`src/qlsf_pkg.sv`:
```
// ----------------------------------------------------------------------------
// qlsf_pkg
// Types and constants shared by the quadratic least-squares fit block.
// ----------------------------------------------------------------------------
package qlsf_pkg;

    localparam int X_W         = 12;
    localparam int Y_W         = 16;
    localparam int COEF_W      = 64;
    localparam int STAT_W      = 2;
    localparam int MAX_POINTS  = 1024;
    localparam int FRAC_BITS   = 32;
    localparam int CNT_W       = 11;
    localparam int SX_W        = 23;
    localparam int SX2_W       = 33;
    localparam int SX3_W       = 45;
    localparam int SX4_W       = 55;
    localparam int SY_W        = 27;
    localparam int SXY_W       = 38;
    localparam int SX2Y_W      = 49;
    localparam int ELEM_W      = 64;
    localparam int BIT_CNT_W   = $clog2(ELEM_W);
    localparam int DET_W       = 128;
    localparam int DIV_W       = DET_W + FRAC_BITS;
    localparam int DIV_CNT_W   = $clog2(DIV_W + 1);
    localparam int TERMS       = 6;
    localparam int TERM_W      = 3;
    localparam int QDEPTH      = 2;
    localparam int QPTR_W      = $clog2(QDEPTH);
    localparam int QCNT_W      = $clog2(QDEPTH + 1);

    localparam logic [STAT_W-1:0] ST_OK       = 2'd0;
    localparam logic [STAT_W-1:0] ST_SINGULAR = 2'd1;
    localparam logic [STAT_W-1:0] ST_OVERFLOW = 2'd2;

    typedef struct packed {
        logic signed [X_W-1:0] x_value;
        logic signed [Y_W-1:0] y_value;
        logic                  last_point;
    } in_t;

    typedef struct packed {
        logic signed [COEF_W-1:0] coeff_quad;
        logic signed [COEF_W-1:0] coeff_lin;
        logic signed [COEF_W-1:0] coeff_const;
        logic [STAT_W-1:0]        fit_status;
    } out_t;

    typedef struct packed {
        logic [CNT_W-1:0]         point_count;
        logic                     count_overflow;
        logic signed [SX_W-1:0]   sum_x;
        logic signed [SX2_W-1:0]  sum_x_sq;
        logic signed [SX3_W-1:0]  sum_x_cube;
        logic signed [SX4_W-1:0]  sum_x_fourth;
        logic signed [SY_W-1:0]   sum_y;
        logic signed [SXY_W-1:0]  sum_xy;
        logic signed [SX2Y_W-1:0] sum_x_sq_y;
    } sums_t;

endpackage

```
`src/qlsf_queue.sv`:
```
// ----------------------------------------------------------------------------
// qlsf_queue
// Short queue of finished sum sets between intake and solver.
// ----------------------------------------------------------------------------
module qlsf_queue
(
    input  logic            clk,
    input  logic            rst_n,
    input  logic            push,
    input  qlsf_pkg::sums_t push_data,
    output logic            full,
    input  logic            pop,
    output logic            pop_valid,
    output qlsf_pkg::sums_t pop_data
);
    import qlsf_pkg::*;

    sums_t             entry_reg [QDEPTH];
    logic [QPTR_W-1:0] wr_ptr_reg, rd_ptr_reg;
    logic [QCNT_W-1:0] cnt_reg, cnt_next;

    assign full      = (cnt_reg == QCNT_W'(QDEPTH));
    assign pop_valid = (cnt_reg != '0);
    assign pop_data  = entry_reg[rd_ptr_reg];

    always_comb
    begin
        cnt_next = cnt_reg;
        if (push && !(pop && pop_valid))
            cnt_next = cnt_reg + QCNT_W'(1);
        else if (!push && pop && pop_valid)
            cnt_next = cnt_reg - QCNT_W'(1);
    end

    always_ff @(posedge clk or negedge rst_n)
    begin
        if (!rst_n)
        begin
            wr_ptr_reg <= '0;
            rd_ptr_reg <= '0;
            cnt_reg    <= '0;
        end
        else
        begin
            cnt_reg <= cnt_next;
            if (push)
                wr_ptr_reg <= wr_ptr_reg + QPTR_W'(1);
            if (pop && pop_valid)
                rd_ptr_reg <= rd_ptr_reg + QPTR_W'(1);
        end
    end

    always_ff @(posedge clk)
    begin
        if (push)
            entry_reg[wr_ptr_reg] <= push_data;
    end

endmodule

```
`config.mk`:
```
export PLATFORM = sky130hd
export DESIGN_NAME = qlsf_queue
export DESIGN_NICKNAME = d
export VERILOG_FILES = /design/src/qlsf_pkg.sv /design/src/qlsf_queue.sv
export SDC_FILE = /design/constraint.sdc
export NUM_CORES = 1
export LEC_CHECK = 0
export ABC_AREA = 1
export CAP_MARGIN = 20
export CORE_MARGIN = 2
export CORE_UTILIZATION = 39
export CTS_BUF_LIST = sky130_fd_sc_hd__clkbuf_8 sky130_fd_sc_hd__clkbuf_16
export CTS_CLUSTER_DIAMETER = 200
export CTS_CLUSTER_SIZE = 20
export DETAILED_ROUTE_END_ITERATION = 10
export DONT_BUFFER_PORTS = 1
export GPL_ROUTABILITY_DRIVEN = 0
export PLACE_DENSITY = 0.63
export SYNTH_ARGS = -nofsm -noshare
export SYNTH_HDL_FRONTEND = slang
export SYNTH_SLANG_ARGS = --single-unit
```
`constraint.sdc`:
```
create_clock -name clk -period 18.2 [get_ports clk]
set_clock_uncertainty 0.05 [all_clocks]
set_input_delay 3.64 -clock clk [delete_from_list [all_inputs] [get_ports clk]]
set_output_delay 3.64 -clock clk [all_outputs]
set_load 0.02 [all_outputs]
```
==> results.toml <==
[status]
status = "finished clean"

[global_route]
grt_max_degree = 110
overflow = 0
grtUsageTotal_pct = 15.3
first_global_vias = 9887
grt_pass1_wl_um = 62000
antenna_found_initial = 1

[clock_tree]
clk_latency_ns = 0.55
holdBufCountCts = 0
tritoncts = "built"
clkSinkCount = 568
ctsResizeCount = 0
cts_buffer_depth = 3
htreeDepth = 2
post-cts-setup-buffers = 0
cts_root_buf = "clkbuf_16"
clk_pin_slew_worst_paths_ns = 0.09
cts_buffers = 34

[place]
place_inst = 2136
place_area_sq_um = 21300
portBuffers = 0
dpl.hpwl_um = 30500

[logic_synthesis]
synthMuxAreaShare_pct = 0
synth_nets = 1784
synthSimpleGateAreaFrac_pct = 15.6
synthCells = 1498
synth-xor-area-share_pct = 0.127
synthAdderAreaFrac_pct = 0
synth_top_family_by_area = "simple AND/OR/NAND/NOR gates"
avgSynthCellArea_sq_um = 13.8
synth_seq_cells = 568
mappedNetlistArea_sq_um = 20600
ys_seq_area_share_pct = 82.6
synth_warnings = 0
synth.distinct_cells = 12
synth_compound_area_share_pct = 0.0607

[pwr]
power_uw = 3760
p_leak_uw = 0.00845
peakVddDrop_mv = 0.135
power_density_nw_per_um2 = 169

[timing]
grt_setup_unrepaired = "false"
setup_violations = 0
max_freq_mhz = 142
setup_tns_ns = 0
final.min_clock_period_ns = 7.06
hold_violations = 0
period_share_pct = 38.8
worstMarginPinSlew_ns = 1.02
slew_headroom_pct = 32.1
slew_violations = 0

[routing]
viasPerCell = 4.90
drt-wirelength-per-cell_um = 20.9
ant_nets = 0
route.detailed.drc = 0
drt_first_pass_iters = 4
wirelength_um = 45500
dr_total_vias = 10700
initialDrtViolationCount = 729

[final_layout]
diodes = 0
finalNetCount = 1770
largest_reg_flops = 564
layout-drive-gt1-share_pct = 3.62
n_fill_cell = 4696
area_growth_pct = 7.92
design_area_sq_um = 22300
finalNonFillerCells = 2180

[flow_run]
drv_cap = 0

[worst_hold_path]
holdPathEnd = "cnt_reg[0]$_DFFE_PN0P_"
hold_start = "cnt_reg[0]$_DFFE_PN0P_"
hold_class = "flop to flop"
hold_path_depth = 1

[setup_path]
cp-start-kind = "flop"
crit_arrival_ns = 3.37
worst-path-max-fanout = 73
rr_startpoint = "wr_ptr_reg$_DFFE_PN0P_"
required_ns = 14.51
worst-r2r-cell-count = 4
reg2reg_slack_ns = 14.92
critical_path_class = "flop to output port"
r2r_end = "entry_reg[1][164]$_DFFE_PP_"
endpoint_kind = "output port"

[die]
rows = 84
start_util_pct = 39.3
ioPinCount = 570
core_area_sq_um = 52400
die_w_um = 234
die_h_um = 234
die-area_sq_um = 54700
## per-stage QoR
step / hold WS, ns / setup slack [ns] / util [%]
after CTS: 0.499 / 11.00 / 42.4
final: 0.502 / 11.14 / 42.4
after global routing: 0.537 / 10.74 / 42.4
after global placement: 0.468 / 11.63 / 40.6
after floorplan: 0.413 / 1.75 / -
after detailed placement: 0.480 / 11.62 / 40.6
## Yosys cell counts
master	n	area share, %
buf_2	61	1.5
clkbuf_1	1	0.018
dfrtp_1	4	0.49
edfxtp_1	564	82
inv_1	5	0.091
inv_2	1	0.018
nand2_1	853	16
nand3_1	2	0.049
nor2_1	2	0.036
o21ai_0	1	0.024
o31ai_1	1	0.036
xor2_1	3	0.13
## power by group
group | leakage, uW | switching, uW | total (uW) | internal, uW
clock network | 0.000495 | 390 | 755 | 364
logic | 0.00262 | 1020 | 1190 | 165
registers | 0.00534 | 83.9 | 1820 | 1740
total | 0.00845 | 1500 | 3760 | 2260
## cell families (layout without fill, tap and decap cells)
group,Yosys count,count (layout)
DFF,568,568
and+or+nand+nor,857,857
AOI/OAI and AO/OA,2,2
xor gates and xnor gates,3,3
buffers and inverters,68,62
## critical path, stage by stage, from the launching register on
cell,delay (ns)
dfrtp_4,0.98
buf_4,0.76
buf_4,0.62
nand2_1,0.13
nand2_1,0.22
## final cells by class
| cell class | count | area (sq um) | area share [%] |
|---|---|---|---|
| Tap cell | 688 | 861 | 3.87 |
| Clock inverter | 7 | 38.8 | 0.174 |
| Sequential cell | 568 | 17000 | 76.6 |
| Inverter | 6 | 37.5 | 0.169 |
| Multi-Input combinational cell | 862 | 3270 | 14.7 |
| Timing Repair Buffer | 12 | 90.1 | 0.405 |
| Clock buffer | 37 | 926 | 4.16 |
## metal layers
metal	global-route usage (%)	up-vias	part of all wire (%)
li1	-	4992	-
met1	16.6	5132	34
met2	25.9	486	50
met3	7.55	74	13
met4	5.72	2	3.2
met5	0	-	0.026
## worst max path at each step
| stage | start | endpoint | slack [ns] | depth (start not counted) |
|---|---|---|---|---|
| 2_1_floorplan | push | entry_reg[0][0]$_DFFE_PP_ | 1.75 | 2 |
| 3_3_place_gp | rd_ptr_reg$_DFFE_PN0P_ | pop_data[185] | 11.63 | 4 |
| 3_5_place_dp | rd_ptr_reg$_DFFE_PN0P_ | pop_data[185] | 11.62 | 4 |
| 4_1_cts | rd_ptr_reg$_DFFE_PN0P_ | pop_data[185] | 11.00 | 4 |
| 5_1_grt | rd_ptr_reg$_DFFE_PN0P_ | pop_data[185] | 10.74 | 4 |
| 6_report | rd_ptr_reg$_DFFE_PN0P_ | pop_data[134] | 11.14 | 4 |
## layout by cell type, fill, tap and decap left out
master       n
buf_4       12
inv_1       10
nor2_4       1
o31ai_1      1
nor2_1       1
clkinv_8     1
edfxtp_1   564
dfrtp_4      1
nand3_1      2
xor2_1       3
nand2_1    853
clkbuf_16   37
dfrtp_1      3
inv_8        2
o21ai_0      1
Power figures use the tool's default switching activity.
